==> src/rtl/tcfir_pkg.sv <==
// Shared constants and types for the two-channel FIR convolution block.
package tcfir_pkg;

   // Default build parameters.
   localparam int MAX_TAPS    = 16;
   localparam int SAMPLE_BITS = 16;

   // Fixed field widths.
   localparam int TAP_BITS       = 16;
   localparam int TAPS_PER_GROUP = 4;
   localparam int NUM_TAP_GROUPS = 4;
   localparam int OUT_BITS       = 36;
   localparam int RSP_DATA_BITS  = 2 * OUT_BITS;
   localparam int TAP_COUNT_BITS = 5;

   // Configuration port.
   localparam int CSR_DATA_BITS  = 64;
   localparam int CSR_INDEX_BITS = 3;

   localparam logic [CSR_INDEX_BITS-1:0] CSR_TAP_COUNT = 3'd0;
   localparam logic [CSR_INDEX_BITS-1:0] CSR_TAPS_A    = 3'd1;
   localparam logic [CSR_INDEX_BITS-1:0] CSR_TAPS_B    = 3'd2;
   localparam logic [CSR_INDEX_BITS-1:0] CSR_TAPS_C    = 3'd3;
   localparam logic [CSR_INDEX_BITS-1:0] CSR_TAPS_D    = 3'd4;

   // Controls from the sequencer to the tap chain.
   typedef struct packed {
      logic shift;     // move every sample one cell along
      logic clear;     // zero the whole delay line
      logic zero_in;   // feed a zero sample into the head cell
   } chain_ctl_type;

   // Controls from the sequencer to the result register.
   typedef struct packed {
      logic load;      // capture the chain sum into the result word
      logic last;      // tlast value for that word
   } rsp_ctl_type;

endpackage

==> src/rtl/tcfir_cell.sv <==
// One tap cell: holds a delayed sample, multiplies it by its tap, adds to the passing sum.
module tcfir_cell #(
   parameter int SAMPLE_BITS = tcfir_pkg::SAMPLE_BITS
) (
   input  logic                                   clock,
   input  logic                                   reset,
   input  logic                                   shift_i,
   input  logic                                   clear_i,
   input  logic                                   tap_en_i,
   input  logic signed [tcfir_pkg::TAP_BITS-1:0]  tap_i,
   input  logic signed [SAMPLE_BITS-1:0]          samp_x_i,
   input  logic signed [SAMPLE_BITS-1:0]          samp_y_i,
   output logic signed [SAMPLE_BITS-1:0]          samp_x_o,
   output logic signed [SAMPLE_BITS-1:0]          samp_y_o,
   input  logic signed [tcfir_pkg::OUT_BITS-1:0]  psum_x_i,
   input  logic signed [tcfir_pkg::OUT_BITS-1:0]  psum_y_i,
   output logic signed [tcfir_pkg::OUT_BITS-1:0]  psum_x_o,
   output logic signed [tcfir_pkg::OUT_BITS-1:0]  psum_y_o
);

   localparam int PROD_BITS = SAMPLE_BITS + tcfir_pkg::TAP_BITS;

   logic signed [SAMPLE_BITS-1:0]         samp_x_ff, samp_x_in;
   logic signed [SAMPLE_BITS-1:0]         samp_y_ff, samp_y_in;
   logic signed [PROD_BITS-1:0]           prod_x_ff, prod_x_in;
   logic signed [PROD_BITS-1:0]           prod_y_ff, prod_y_in;
   logic signed [tcfir_pkg::OUT_BITS-1:0] psum_x_ff, psum_x_in;
   logic signed [tcfir_pkg::OUT_BITS-1:0] psum_y_ff, psum_y_in;

   // Delay-line stage: cleared at the end of a sequence, shifted per output.
   always_comb begin
      samp_x_in = samp_x_ff;
      samp_y_in = samp_y_ff;
      if (clear_i) begin
         samp_x_in = '0;
         samp_y_in = '0;
      end else if (shift_i) begin
         samp_x_in = samp_x_i;
         samp_y_in = samp_y_i;
      end
   end

   always_ff @(posedge clock) begin
      if (reset) begin
         samp_x_ff <= '0;
         samp_y_ff <= '0;
      end else begin
         samp_x_ff <= samp_x_in;
         samp_y_ff <= samp_y_in;
      end
   end

   // Product of the held sample and the tap; a cell beyond the tap count adds nothing.
   assign prod_x_in = tap_en_i ? PROD_BITS'(samp_x_ff * tap_i) : '0;
   assign prod_y_in = tap_en_i ? PROD_BITS'(samp_y_ff * tap_i) : '0;

   // The running sum moves one cell along every cycle, wrapping at the output width.
   assign psum_x_in = psum_x_i + tcfir_pkg::OUT_BITS'(prod_x_ff);
   assign psum_y_in = psum_y_i + tcfir_pkg::OUT_BITS'(prod_y_ff);

   always_ff @(posedge clock) begin
      prod_x_ff <= prod_x_in;
      prod_y_ff <= prod_y_in;
      psum_x_ff <= psum_x_in;
      psum_y_ff <= psum_y_in;
   end

   assign samp_x_o = samp_x_ff;
   assign samp_y_o = samp_y_ff;
   assign psum_x_o = psum_x_ff;
   assign psum_y_o = psum_y_ff;

endmodule

==> config.mk <==
export PLATFORM = sky130hd
export DESIGN_NAME = tcfir_cell
export DESIGN_NICKNAME = d
export VERILOG_FILES = /design/src/rtl/tcfir_pkg.sv /design/src/rtl/tcfir_cell.sv
export SDC_FILE = /design/constraint.sdc
export NUM_CORES = 2
export LEC_CHECK = 0
export ABC_CLOCK_PERIOD_IN_PS = 5910
export BUFFER_PORTS_ARGS = -buffer_cell sky130_fd_sc_hd__buf_4
export CORE_ASPECT_RATIO = 1.1
export CORE_MARGIN = 2
export CORE_UTILIZATION = 57
export CTS_CLUSTER_SIZE = 14
export DETAILED_ROUTE_END_ITERATION = 12
export PLACE_DENSITY = 0.9
export SETUP_SLACK_MARGIN = 0.15
export SYNTH_ARGS = -nofsm -noshare
export SYNTH_HDL_FRONTEND = slang
export SYNTH_SLANG_ARGS = --single-unit
==> constraint.sdc <==
create_clock -name clock -period 5.91 [get_ports clock]
set_clock_uncertainty 0.05 [all_clocks]
set_input_delay 0.591 -clock clock [delete_from_list [all_inputs] [get_ports clock]]
set_output_delay 0.591 -clock clock [all_outputs]
set_load 0.1 [all_outputs]
==> metrics.md <==
| Metric | Value |
|---|---|
| Nets | `between 4,000 and 5,000` |
| Post-synth top flop | `dfxtp_1` |
| Synth-to-layout area growth | `21.9%` |
| Reg clk slew, reported paths | `roughly 80 ps` |
| Clock power frac | `roughly 13%` |
| Post-synth EDFFs | `0` |
| DRT iter0 DRCs | `approximately 2,100` |
| Status | `complete, but fails checks` |
| Synth Net Count | `3,884` |
| Worst-path fanout max | `6` |
| Die width | `roughly 210 um` |
| CTS tree | `done` |
| RSZ-0062 raised after global routing | `yes` |
| Drt pass-1 iters | `9` |
| First-pass GRT wire length | `about 110,000 um` |
| GP Congestion | `between 0.8 and 0.9` |
| Port-buffer cells | `between 200 and 250` |
| Routed wire length | `75,900 um` |
| Worst Max-Slew Pin Slew | `about 740 ps` |
| Post-DP HPWL | `55,600 um` |
| Total track usage | `around 29%` |
| Mapped Area | `approximately 27,000 um2` |
| CTS root buf | `clkbuf_16` |
| # fillers | `3,238` |
| Peak supply drop | `roughly 0.46 mV` |
| Initial core utilization | `~57%` |
| Sequential Power Share | `~17%` |
| Fin. max-slew vios | `0` |
| Async set-reset flop share out of synthesis | `0%` |
| Worst min-delay path class | `input port to flop` |
| Row count | `84` |
| Power Density | `approximately 290 nW/um2` |
| Count of final hold-check violations | `0` |
| Post-route ant nets | `0` |
| DP Cell Count | `about 4,000` |
| Remaining Overflow, GRT | `0` |
| Comb power frac | `a little over two thirds` |
| Final setup margin | `-328 ps` |
| Slew HR | `approximately half` |
| Finish-stage setup viols | `8` |
| Critical path required time | `roughly 6300 ps` |
| Max-capacitance violation count | `0` |
| Htree depth | `4` |
| WL/cell | `18.6 um` |
| P_int | `approximately 4700 uW` |
| Static leakage | `between 0.015 and 0.02 uW` |
| Fmax achieved | `between 150 and 200 MHz` |
| Arrival time of the worst setup path | `approximately 6600 ps` |
| Finished Core Util | `70.1%` |
| Core Area | `47,600 um2` |
| Clk_lat worst skew | `~500 ps` |
| TritonCTS Sinks | `168` |
| DR vias | `~23,000` |
| Crit path time final | `a little over 6000 ps` |
| IO Pins | `approximately 230` |
| Non-filler cells, final | `roughly 4,100` |
| Final total power | `about 9700 uW` |
| Critical path type | `input port to flop` |
| Syn_area_per_cell | `slightly above 9 um2` |
| CP endpoint kind | `flop` |
| Die Area | `approximately 50,000 um2` |
| Place WS | `-441 ps` |
| Largest net degree at the start of global routing | `between 40 and 50` |
| Most frequent cells in the layout | `inv_1, fa_1, buf_4` |
| Switching power | `approximately 5000 uW` |
| Synth cell types | `65` |
| Ys Warns | `0` |
| CTS Buf Count | `17` |
| Clk buf depth | `2` |
| Die height | `between 200 and 250 um` |
| #FFs+latches synth | `between 150 and 200` |
| Sw Ratio | `51.6%` |
| Syn Inst Count | `~3,000` |
| Vias in the first global route | `about 24,000` |
| Failing checks | `negative setup slack` |
| Vias per cell | `between 5 and 6` |
| Share of cells above drive strength 1 | `between 20% and 30%` |
| Antenna violations before repair | `1` |
| DRC | `0` |
| Sequential fraction of the synthesis area | `12.3%` |
| Most common cell after layout, fill and taps aside | `inv_1` |
| Final period util | `106%` |
| Startpoint Class | `input port` |
flip-flops by register name, summed over array words and instances, names as in the netlist:
register	flops
psum_y_o	36
prod_x_ff	32
samp_x_o	16
prod_y_ff	32
psum_x_o	36
samp_y_o	16
metrics by stage:
stage	hold slack (ps)	TNS [ps]	area, um2
floorplan	370	-119	27900
global placement	378	-4450	31400
detailed placement	388	-7870	31400
CTS	225	0	32400
global route	273	-1830	33400
finish	274	-762	33400
layout make-up:
cell class / count / area, um2 / area share, %
Antenna cell: 1 / 2.50 / 0.00750
Clock buffer: 18 / 429 / 1.29
Clock inverter: 14 / 188 / 0.562
Inverter: 597 / 2240 / 6.72
Multi-Input combinational cell: 2133 / 22200 / 66.4
Sequential cell: 168 / 3480 / 10.4
Tap cell: 645 / 807 / 2.42
Timing Repair Buffer: 503 / 4060 / 12.2
cell usage after synthesis, types with 4 or more instances:
cell	instances	area, um2
ha_1	234	2930
dfxtp_1	168	3360
nor2b_1	12	75.1
nand2b_1	22	138
or3_1	9	56.3
nand4_1	7	43.8
and3_1	18	113
nor4_1	7	43.8
nand3_1	31	155
o41ai_1	5	43.8
a31oi_1	11	68.8
mux2i_1	38	380
o31ai_1	10	75.1
nand2_1	298	1120
xor2_1	33	289
a21o_1	64	480
a211o_1	4	35.0
nor3_1	35	175
a21oi_1	86	430
o21ai_0	59	295
inv_1	596	2240
xnor2_1	72	631
o21a_1	23	173
and2_1	263	1650
o21bai_1	8	60.1
a21boi_0	12	90.1
o211ai_1	7	52.6
nor2_1	163	612
o31a_1	5	43.8
a211oi_1	21	158
or2_2	6	37.5
clkbuf_1	97	364
fa_1	526	10500
timing repair:
action / 4_1_cts / 5_1_grt
resized for setup: 32 / 165
endpoints found under the setup margin: 16 / 31
pin swaps: 37 / 95
buffers inserted: 33 / 49
hold buffers: 0 / 0
endpoints found under the hold margin: 0 / 0
cloned: 0 / 0
cell families (layout without fill, tap and decap cells):
logic type | after synthesis | after routing | synth area share, %
and+or+nand+nor | 882 | 882 | 15.7
muxes | 38 | 38 | 1.39
buffers and inverters | 698 | 1132 | 9.58
other | 0 | 1 | 0
adders and majority gates | 760 | 760 | 49.2
DFF | 168 | 168 | 12.3
xor gates and xnor gates | 105 | 105 | 3.36
AOI/OAI and AO/OA | 348 | 348 | 8.49
routing by layer:
metal / wire length, um / part of all wire, % / track usage (%)
met1: 26600 / 35 / 34.9
met5: 0 / 0 / 0
met3: 7360 / 9.7 / 6.25
met4: 4030 / 5.3 / 13.6
met2: 37900 / 50 / 51.2
power groups by stage:
| stage | sequential (uW) | combinational [uW] | clock [uW] |
|---|---|---|---|
| 2_1_floorplan | 3160 | 3230 | 0 |
| 4_1_cts | 1630 | 6490 | 1270 |
| 3_3_place_gp | 1650 | 6140 | 0 |
| 5_1_grt | 1650 | 7410 | 1300 |
| 3_5_place_dp | 1660 | 6380 | 0 |
| 6_report | 1620 | 6850 | 1230 |
critical path, stage by stage:
cell and delay, ps:
buf_4 110, clkinv_1 200, nor2_1 360, fa_1 610, fa_1 500, fa_1 540, fa_1 520, fa_1 490
inv_1 50, fa_1 490, inv_2 50, ha_4 210, a21o_1 170, a21o_1 180, a21o_1 200, a21oi_2 160
o21ai_2 70, or3_4 360, o221a_4 280, o41ai_4 220, mux2i_1 240
final timing paths:
check / start / to / slack (ps) / cells after the start
worst min register to register: prod_x_ff[0] / psum_x_o[0] / 400 / 1
worst max-delay path: tap_i[15] / prod_y_ff[30] / -330 / 21
worst max register to register: samp_y_o[3] / prod_y_ff[30] / -300 / 19
worst min-delay path: samp_x_i[12] / samp_x_o[12] / 270 / 3
Power figures use the tool's default switching activity.
