$ cat config.mk
export PLATFORM = sky130hd
export DESIGN_NAME = tcfir_ctrl
export DESIGN_NICKNAME = d
export VERILOG_FILES = /design/src/rtl/tcfir_pkg.sv /design/src/rtl/tcfir_ctrl.sv
export SDC_FILE = /design/constraint.sdc
export NUM_CORES = 1
export LEC_CHECK = 0
export BUFFER_PORTS_ARGS = -buffer_cell sky130_fd_sc_hd__buf_2
export CAP_MARGIN = 20
export CORE_UTILIZATION = 35
export DETAILED_ROUTE_END_ITERATION = 10
export GPL_TIMING_DRIVEN = 0
export PLACE_DENSITY = 0.6
export SYNTH_ARGS = -nofsm -noshare
export SYNTH_HDL_FRONTEND = slang
export SYNTH_SLANG_ARGS = --single-unit
$ cat constraint.sdc
create_clock -name clock -period 1.97 [get_ports clock]
set_input_delay 0.0985 -clock clock [delete_from_list [all_inputs] [get_ports clock]]
set_output_delay 0.0985 -clock clock [all_outputs]
set_load 0.01 [all_outputs]
$ cat src/rtl/tcfir_pkg.sv
// Shared constants and types for the two-channel FIR convolution block.
package tcfir_pkg;

   // Default build parameters.
   localparam int MAX_TAPS    = 16;
   localparam int SAMPLE_BITS = 16;

   // Fixed field widths.
   localparam int TAP_BITS       = 16;
   localparam int TAPS_PER_GROUP = 4;
   localparam int NUM_TAP_GROUPS = 4;
   localparam int OUT_BITS       = 36;
   localparam int RSP_DATA_BITS  = 2 * OUT_BITS;
   localparam int TAP_COUNT_BITS = 5;

   // Configuration port.
   localparam int CSR_DATA_BITS  = 64;
   localparam int CSR_INDEX_BITS = 3;

   localparam logic [CSR_INDEX_BITS-1:0] CSR_TAP_COUNT = 3'd0;
   localparam logic [CSR_INDEX_BITS-1:0] CSR_TAPS_A    = 3'd1;
   localparam logic [CSR_INDEX_BITS-1:0] CSR_TAPS_B    = 3'd2;
   localparam logic [CSR_INDEX_BITS-1:0] CSR_TAPS_C    = 3'd3;
   localparam logic [CSR_INDEX_BITS-1:0] CSR_TAPS_D    = 3'd4;

   // Controls from the sequencer to the tap chain.
   typedef struct packed {
      logic shift;     // move every sample one cell along
      logic clear;     // zero the whole delay line
      logic zero_in;   // feed a zero sample into the head cell
   } chain_ctl_type;

   // Controls from the sequencer to the result register.
   typedef struct packed {
      logic load;      // capture the chain sum into the result word
      logic last;      // tlast value for that word
   } rsp_ctl_type;

endpackage

$ cat src/rtl/tcfir_ctrl.sv
// Sequencer: takes a sample, waits for the chain sum to settle, issues outputs and tails.
module tcfir_ctrl #(
   parameter int MAX_TAPS = tcfir_pkg::MAX_TAPS,
   parameter int ACT_BITS = $clog2(MAX_TAPS + 1)
) (
   input  logic                           clock,
   input  logic                           reset,
   input  logic                           req_tvalid,
   input  logic                           req_tlast,
   output logic                           req_tready,
   output logic                           rsp_tvalid,
   input  logic                           rsp_tready,
   input  logic [ACT_BITS-1:0]            active_taps,
   output tcfir_pkg::chain_ctl_type       chain_ctl,
   output tcfir_pkg::rsp_ctl_type         rsp_ctl
);

   // Cycles from a shift until the far end of the chain holds the full sum.
   localparam int SETTLE   = MAX_TAPS + 1;
   localparam int CNT_BITS = $clog2(SETTLE + 1);

   localparam logic ST_IDLE = 1'b0;
   localparam logic ST_CALC = 1'b1;

   logic                state_ff, state_in;
   logic [CNT_BITS-1:0] cnt_ff, cnt_in;
   logic [ACT_BITS-1:0] tail_ff, tail_in;
   logic                last_seq_ff, last_seq_in;
   logic                rsp_valid_ff, rsp_valid_in;
   logic                out_free;

   assign out_free = !rsp_valid_ff || rsp_tready;

   // Next-state logic.
   always_comb begin
      state_in          = state_ff;
      cnt_in            = cnt_ff;
      tail_in           = tail_ff;
      last_seq_in       = last_seq_ff;
      chain_ctl.shift   = 1'b0;
      chain_ctl.clear   = 1'b0;
      chain_ctl.zero_in = 1'b0;
      rsp_ctl.load      = 1'b0;
      rsp_ctl.last      = 1'b0;
      unique case (state_ff)
         ST_IDLE: begin
            if (req_tvalid) begin
               chain_ctl.shift = 1'b1;
               cnt_in          = '0;
               last_seq_in     = req_tlast;
               tail_in         = req_tlast ? active_taps - ACT_BITS'(1) : '0;
               state_in        = ST_CALC;
            end
         end
         ST_CALC: begin
            if (cnt_ff != CNT_BITS'(SETTLE)) begin
               cnt_in = cnt_ff + CNT_BITS'(1);
            end else if (out_free) begin
               rsp_ctl.load = 1'b1;
               rsp_ctl.last = last_seq_ff && (tail_ff == '0);
               if (tail_ff != '0) begin
                  // Tail output: push a zero sample and sum again.
                  chain_ctl.shift   = 1'b1;
                  chain_ctl.zero_in = 1'b1;
                  tail_in           = tail_ff - ACT_BITS'(1);
                  cnt_in            = '0;
               end else begin
                  chain_ctl.clear = last_seq_ff;
                  state_in        = ST_IDLE;
               end
            end
         end
         default: begin
            state_in = ST_IDLE;
         end
      endcase
   end

   // Result word handshake.
   always_comb begin
      rsp_valid_in = rsp_valid_ff;
      if (rsp_ctl.load) begin
         rsp_valid_in = 1'b1;
      end else if (rsp_tready) begin
         rsp_valid_in = 1'b0;
      end
   end

   always_ff @(posedge clock) begin
      if (reset) begin
         state_ff     <= ST_IDLE;
         cnt_ff       <= '0;
         tail_ff      <= '0;
         last_seq_ff  <= 1'b0;
         rsp_valid_ff <= 1'b0;
      end else begin
         state_ff     <= state_in;
         cnt_ff       <= cnt_in;
         tail_ff      <= tail_in;
         last_seq_ff  <= last_seq_in;
         rsp_valid_ff <= rsp_valid_in;
      end
   end

   assign req_tready = (state_ff == ST_IDLE);
   assign rsp_tvalid = rsp_valid_ff;

endmodule

==> impl_metrics.py, run 1 <==
metrics = {
    "pwr": {
        "sequentialPowerShare_pct": 47.9,
        "clkPwrFrac_pct": 28.4,
        "ir_drop_mv": 0.302,
        "powerDensity_mw_per_mm2": 583,
        "power_frac_comb_pct": 23.7,
        "internal-power_w": 0.000420,
        "p_sw_share_pct": 30.3,
        "switching_power_w": 0.000183,
        "p_leak_nw": 0.422,
    },
    "clock_network": {
        "cts_buffers": 3,
        "clk_path_buf_depth": 2,
        "worstSkewPairLatency_ns": 0.27,
        "path_clk_slew_ns": 0.09,
        "h-tree-depth": 1,
        "hold_buffers": 0,
        "clock-root-buffer": "clkbuf_4",
        "cts_sinks": 13,
        "cts_tree": "built",
    },
    "cells_and_area": {
        "n_antenna_cell": 0,
        "areaGrowthSynthToFinish_pct": 25.1,
        "nNetsFinal": 138,
        "fin_area_sq_mm": 0.00103,
        "drive_above_1_share_pct": 33.3,
    },
    "floorplanning": {
        "boundaryPins": 17,
        "die_area_sq_mm": 0.00256,
        "num_rows": 17,
        "coreArea_sq_mm": 0.00221,
        "die_w_microns": 50.6,
        "die_y_microns": 50.6,
        "initial_core_util_pct": 37.4,
    },
    "place": {
        "dpl-instance-area_sq_um": 942,
        "io_buffers": 16,
        "finalWeightedCongestion": 0.855,
        "dp_hpwl_mm": 1.36,
    },
    "run_status": {
        "outcome": "complete, but fails checks",
        "violations": "setup timing",
    },
    "sta": {
        "slew_viol_final": 0,
        "hold_viol": 0,
        "fmax_ghz": 0.507,
        "timing.final.ws_setup_ns": -0.000854,
        "relSlewSlack_pct": 68.0,
        "finalSetupViolations": 1,
        "skew_ns": 0.00201,
        "worst_pin_slew_ns": 0.480,
        "post-route-min-period_ns": 1.97,
        "post-route-period-util_pct": 100,
        "rsz0062_at_grt": "yes",
        "final.setup.tns_ns": -0.000854,
    },
    "synthesis": {
        "synth_area_leaders": "dfxtp_1 (31%), ha_1 (6.1%), a21oi_1 (5.4%)",
        "synth_seq_cells": 13,
        "synthCells": 99,
        "ys_warn_count": 0,
        "syn_avg_cell_area_sq_um": 8.35,
        "ys_types": 37,
        "netlist_area_sq_um": 827,
        "synth.net_count": 113,
        "yosysTopAreaCellShare_pct": 31.5,
        "yosysSeqAreaShare_pct": 31.5,
        "synth_area_leader_cell": "dfxtp_1",
    },
    "routing": {
        "viasPerCell": 5.46,
        "ant_nets": 0,
        "dr_total_vias": 825,
        "avgRoutedWirePerCell_microns": 12.6,
        "first_pass_iters": 4,
        "drc": 0,
        "wl_mm": 1.90,
        "drtIter0Drc": 20,
    },
    "run": {
        "drv_cap": 0,
    },
    "setup_path": {
        "required_ns": 1.87,
        "end_kind": "output pin",
        "path_max_fanout": 3,
        "critical_path_class": "flop to output pin",
        "start_kind": "flop",
        "crit_arrival_ns": 1.87,
    },
    "grt": {
        "grt_usage_pct": 16.3,
        "antenna_found_initial": 0,
        "grt_start_max_net_pins": 11,
        "grt_pass1_wl_mm": 3.17,
        "grt_overflow": 0,
        "grt_pass1_vias": 723,
    },
    "hold_path": {
        "hold_path_class": "primary input to flop",
    },
}
power by group through the flow:
| stage | clock (W) | combinational, W | sequential (W) |
|---|---|---|---|
| final | 0.000172 | 0.000143 | 0.000289 |
| after detailed placement | 0 | 0.000119 | 0.000293 |
| after global placement | 0 | 0.000118 | 0.000293 |
| after CTS | 0.000172 | 0.000121 | 0.000287 |
| after global routing | 0.000186 | 0.000158 | 0.000291 |
| after floorplan | 0 | 0.0000862 | 0.000290 |
synthesized netlist by cell type:
cell type / n
nand2_1: 3
a41oi_4: 1
a211oi_2: 1
a32oi_1: 1
a311oi_1: 3
o311ai_0: 1
nor2_1: 7
or4b_4: 1
dfxtp_1: 13
nor3b_1: 1
xor2_1: 2
buf_2: 1
a21oi_1: 9
clkinv_1: 1
buf_4: 2
a31oi_1: 2
clkbuf_1: 2
ha_1: 4
nand4_1: 1
or4bb_1: 1
mux2i_1: 1
a41oi_1: 2
nor2b_1: 2
a31o_2: 1
or2_2: 1
nand3b_1: 3
nand2b_1: 3
o21ai_0: 4
a221oi_1: 1
nand3_1: 3
a2bb2oi_1: 1
or3_1: 2
nor4bb_1: 1
nor2_2: 1
nor3_1: 4
a211oi_1: 2
inv_1: 10
layer usage:
layer,routed length [microns],GRT usage (%)
met1,912,21.1
met2,858,26.9
met3,110,2.73
met4,17,5.56
met5,0,0
area by class of cell:
class	count	area (sq um)
Fill cell	237	1180
Multi-Input combinational cell	70	527
Sequential cell	13	265
Timing Repair Buffer	20	110
Inverter	11	41.3
Tap cell	28	35.0
Buffer	5	30.0
Clock buffer	4	26.3
through the flow:
| stage | worst slack (ns) | instances | hold slack, ns | total power, W | utilization [%] |
|---|---|---|---|---|---|
| 6_report | -0.000854 | 151 | 0.0150 | 0.000603 | 46.8 |
| 4_1_cts | 0.000894 | 148 | 0.0172 | 0.000580 | 44.5 |
| 3_5_place_dp | 0.0793 | 143 | 0.314 | 0.000412 | 42.6 |
| 5_1_grt | -0.0507 | 151 | 0.0174 | 0.000635 | 46.8 |
| 3_3_place_gp | 0.109 | 143 | 0.308 | 0.000411 | 42.6 |
| 2_1_floorplan | 0.196 | 99 | 0.171 | 0.000376 | - |
timing repair:
item                                    4_1_cts  5_1_grt
setup buffers                                 1        3
resized for setup                             3        9
hold endpoints to repair                      0        0
endpoints found under the setup margin        4        5
pin swaps                                     1        3
final timing paths:
| check | startpoint | to | slack, ns | cells past startpoint |
|---|---|---|---|---|
| setup / recovery | tail_ff[1] | rsp_ctl[0] | -0.0009 | 7 |
| hold / removal | reset | cnt_ff[3] | 0.01 | 2 |
| setup reg to reg | tail_ff[1] | tail_ff[0] | 0.05 | 7 |
| hold reg to reg | cnt_ff[4] | cnt_ff[4] | 0.51 | 1 |
layout by cell type, fill, tap and decap left out, drive strengths merged:
master / netlist / layout
a31oi: 2 / 2
xor2: 2 / 2
ha: 4 / 4
nor3: 4 / 4
nand2: 3 / 3
nor2b: 2 / 2
or4b: 1 / 1
clkbuf: 2 / 6
nand3: 3 / 3
a2bb2oi: 1 / 1
a311oi: 3 / 3
nor2: 8 / 8
or2: 1 / 1
a21oi: 9 / 9
clkinv: 1 / 1
mux2i: 1 / 1
a32oi: 1 / 1
o21ai: 4 / 4
or3: 2 / 2
o311ai: 1 / 1
a221oi: 1 / 1
nand3b: 3 / 3
a31o: 1 / 1
a41oi: 3 / 3
a211oi: 3 / 3
dfxtp: 13 / 13
buf: 3 / 23
or4bb: 1 / 1
nor4bb: 1 / 1
nor3b: 1 / 1
nand4: 1 / 1
inv: 10 / 10
nand2b: 3 / 3
registers in the layout (all words and copies together) (netlist names):
register     cells
rsp_tvalid       1
state_ff         1
last_seq_ff      1
cnt_ff           5
tail_ff          5
critical path: stages, from the launching register on:
cell and delay (ns):
dfxtp_2 0.33, inv_2 0.07, ha_4 0.14, or4b_4 0.50, buf_4 0.17, nor3_4 0.15
buf_4 0.12, buf_2 0.11
kinds of logic (layout without fill, tap and decap cells):
kind of cell,count (synthesis),count (layout),share of synthesized area [%]
AOI/OAI and AO/OA,29,29,26.6
xor gates and xnor gates,2,2,2.12
adders and majority gates,4,4,6.05
buffers and inverters,16,40,8.32
DFF,13,13,31.5
muxes,1,1,1.21
and+or+nand+nor,34,34,24.2
(Power assumes the default switching activity.)
==> run 2: changes to the inputs <==
--- a/config.mk
+++ b/config.mk
@@ -7,6 +7,7 @@
 export LEC_CHECK = 0
 export BUFFER_PORTS_ARGS = -buffer_cell sky130_fd_sc_hd__buf_2
 export CAP_MARGIN = 20
+export CORE_ASPECT_RATIO = 0.6
 export CORE_UTILIZATION = 35
 export DETAILED_ROUTE_END_ITERATION = 10
 export GPL_TIMING_DRIVEN = 0
==> impl_metrics.py, run 2 (synthesized netlist as in run 1, its figures left out) <==
metrics = {
    "setup_path": {
        "crit_arrival_ns": 1.86,
        "regToRegSetupSlack_ns": 0.10,
        "slowest_stage": "or4b_4",
        "timing.rr.end": "tail_ff[2]",
        "critPathMaxStageDelay_ns": 0.50,
        "startpoint": "tail_ff[1]",
        "r2r_cells": 7,
        "required_ns": 1.87,
        "path_common_cell": "buf_4",
        "crit_end": "rsp_ctl[0]",
        "cp_top_family": "simple AND/OR/NAND/NOR gates",
        "crit_buf_inv": 4,
        "path_depth": 7,
        "start_kind": "flop",
        "end_kind": "output pin",
        "path_max_fanout": 3,
        "reg2reg_from": "cnt_ff[0]",
        "critical_path_class": "flop to output pin",
        "path_cells": "inv_2 -> ha_4 -> or4b_4 -> buf_4 -> nor3_2 -> buf_4 -> buf_2",
    },
    "cells_and_area": {
        "fillers": 237,
        "n_antenna_cell": 0,
        "drive_above_1_share_pct": 33.6,
        "layout_commonest_cell": "buf_2",
        "multi_input_area_sq_um": 522,
        "final_util_pct": 47.6,
        "reg_top3": "cnt_ff x5, tail_ff x5",
        "register_area_sq_um": 265,
        "areaGrowthSynthToFinish_pct": 26.3,
        "nNetsFinal": 137,
        "mostFrequentLayoutCells": "buf_2 (16), a21oi_1 (9), dfxtp_1 (9)",
    },
    "routing": {
        "drc": 0,
        "drtIter0Drc": 39,
        "avgRoutedWirePerCell_microns": 13.6,
        "first_pass_iters": 4,
        "ant_nets": 0,
        "dr_total_vias": 832,
        "viasPerCell": 5.47,
        "wl_mm": 2.06,
    },
    "hold_path": {
        "hold_path_class": "primary input to flop",
    },
    "pwr": {
        "ir_drop_mv": 0.437,
        "switching_power_w": 0.000185,
        "p_sw_share_pct": 27.7,
        "power_frac_comb_pct": 20.7,
        "p_leak_nw": 0.423,
        "power_w": 0.000667,
        "clkPwrFrac_pct": 35.9,
        "internal-power_w": 0.000482,
        "powerDensity_mw_per_mm2": 638,
        "sequentialPowerShare_pct": 43.4,
    },
    "grt": {
        "grt_pass1_vias": 704,
        "grt_pass1_wl_mm": 3.31,
        "grt_start_max_net_pins": 11,
        "antenna_found_initial": 0,
        "grt_overflow": 0,
        "grt_usage_pct": 18.3,
    },
    "run_status": {
        "outcome": "finished clean",
    },
    "sta": {
        "worst_pin_slew_ns": 0.478,
        "skew_ns": 0.00842,
        "fmax_ghz": 0.512,
        "slew_viol_final": 0,
        "rsz0062_at_grt": "yes",
        "hold_viol": 0,
        "post-route-min-period_ns": 1.95,
        "relSlewSlack_pct": 68.1,
        "post-route-period-util_pct": 99.2,
        "finalSetupViolations": 0,
    },
    "floorplanning": {
        "initial_core_util_pct": 37.7,
        "die_w_microns": 64.8,
        "die_y_microns": 39.7,
        "coreArea_sq_mm": 0.00220,
        "boundaryPins": 17,
        "die_area_sq_mm": 0.00257,
        "num_rows": 13,
    },
    "clock_network": {
        "clk_path_buf_depth": 2,
        "cts_buffers": 3,
        "path_clk_slew_ns": 0.06,
        "h-tree-depth": 1,
        "cts_tree": "built",
        "hold_buffers": 0,
        "cts_sinks": 13,
        "worstSkewPairLatency_ns": 0.25,
        "clock-root-buffer": "clkbuf_8",
    },
    "place": {
        "dp_hpwl_mm": 1.49,
        "finalWeightedCongestion": 0.777,
        "io_buffers": 16,
    },
    "run": {
        "drv_cap": 0,
    },
}
==> run 2: changes by cell type in the layout (fill, tap and decap cells not counted) <==
cell / change
clkbuf_4: -3
clkbuf_8: +3
buf_4: -1
clkbuf_1: -1
clkbuf_2: +1
nand3_1: +1
nand3_2: -1
nor3_2: +1
nor3_4: -1
nor4bb_1: -1
nor4bb_2: +1
==> run 2: cell type report <==
class | count | area share [%]
multi-input cells | 70 | 49.9
flip-flops and latches | 13 | 25.4
repair buffers | 19 | 9.82
clock buffers | 4 | 4.31
inverters | 11 | 3.95
well taps | 30 | 3.59
plain buffers | 5 | 2.99
==> run 2: worst reg2reg max path: stages (launching register included) <==
cell and delay [ns]:
dfxtp_2 0.37, ha_1 0.17, nor4bb_2 0.28, buf_4 0.16, buf_4 0.16, a41oi_4 0.19
or2_2 0.35, a21oi_1 0.13
==> run 2: timing repair <==
item	in CTS	in global routing
hold endpoints to repair	0	0
pin swaps	1	3
resized for setup	5	8
endpoints found under the setup margin	3	8
setup buffers	1	2
==> run 2: metrics by stage <==
stage | area, sq um | setup TNS [ns] | setup WS, ns | hold slack (ns) | cells
after CTS | 1010 | 0 | 0.00840 | 0.0570 | 150
after global placement | 945 | 0 | 0.109 | 0.312 | 145
after detailed placement | 945 | 0 | 0.0715 | 0.316 | 145
after global routing | 1040 | -0.110 | -0.0556 | 0.0570 | 152
final | 1040 | 0 | 0.0158 | 0.0583 | 152
after floorplan | 827 | 0 | 0.196 | 0.171 | 99
==> run 2: routing by layer <==
layer / vias to the layer above / track usage [%] / wire length (microns)
met4: 0 / 1.67 / 0
met3: 0 / 6.98 / 150
met5: - / 0 / 0
met1: 393 / 24.1 / 1040
li1: 410 / - / -
met2: 29 / 29.2 / 875
==> run 2: power groups by stage <==
stage	Clock, W	Combinational, W	Sequential (W)
3_3_place_gp	0	0.000120	0.000293
6_report	0.000239	0.000138	0.000290
2_1_floorplan	0	0.0000862	0.000290
5_1_grt	0.000260	0.000152	0.000291
3_5_place_dp	0	0.000122	0.000293
4_1_cts	0.000245	0.000124	0.000288
==> run 2: worst min-delay path by stage <==
stage          startpoint         to  slack (ns)  cells after the start
3_5_place_dp        reset  cnt_ff[2]        0.32                      2
5_1_grt             reset  cnt_ff[2]        0.06                      2
2_1_floorplan       reset  cnt_ff[2]        0.17                      1
3_3_place_gp        reset  cnt_ff[4]        0.31                      2
6_report            reset  cnt_ff[2]        0.06                      2
4_1_cts             reset  cnt_ff[2]        0.06                      2
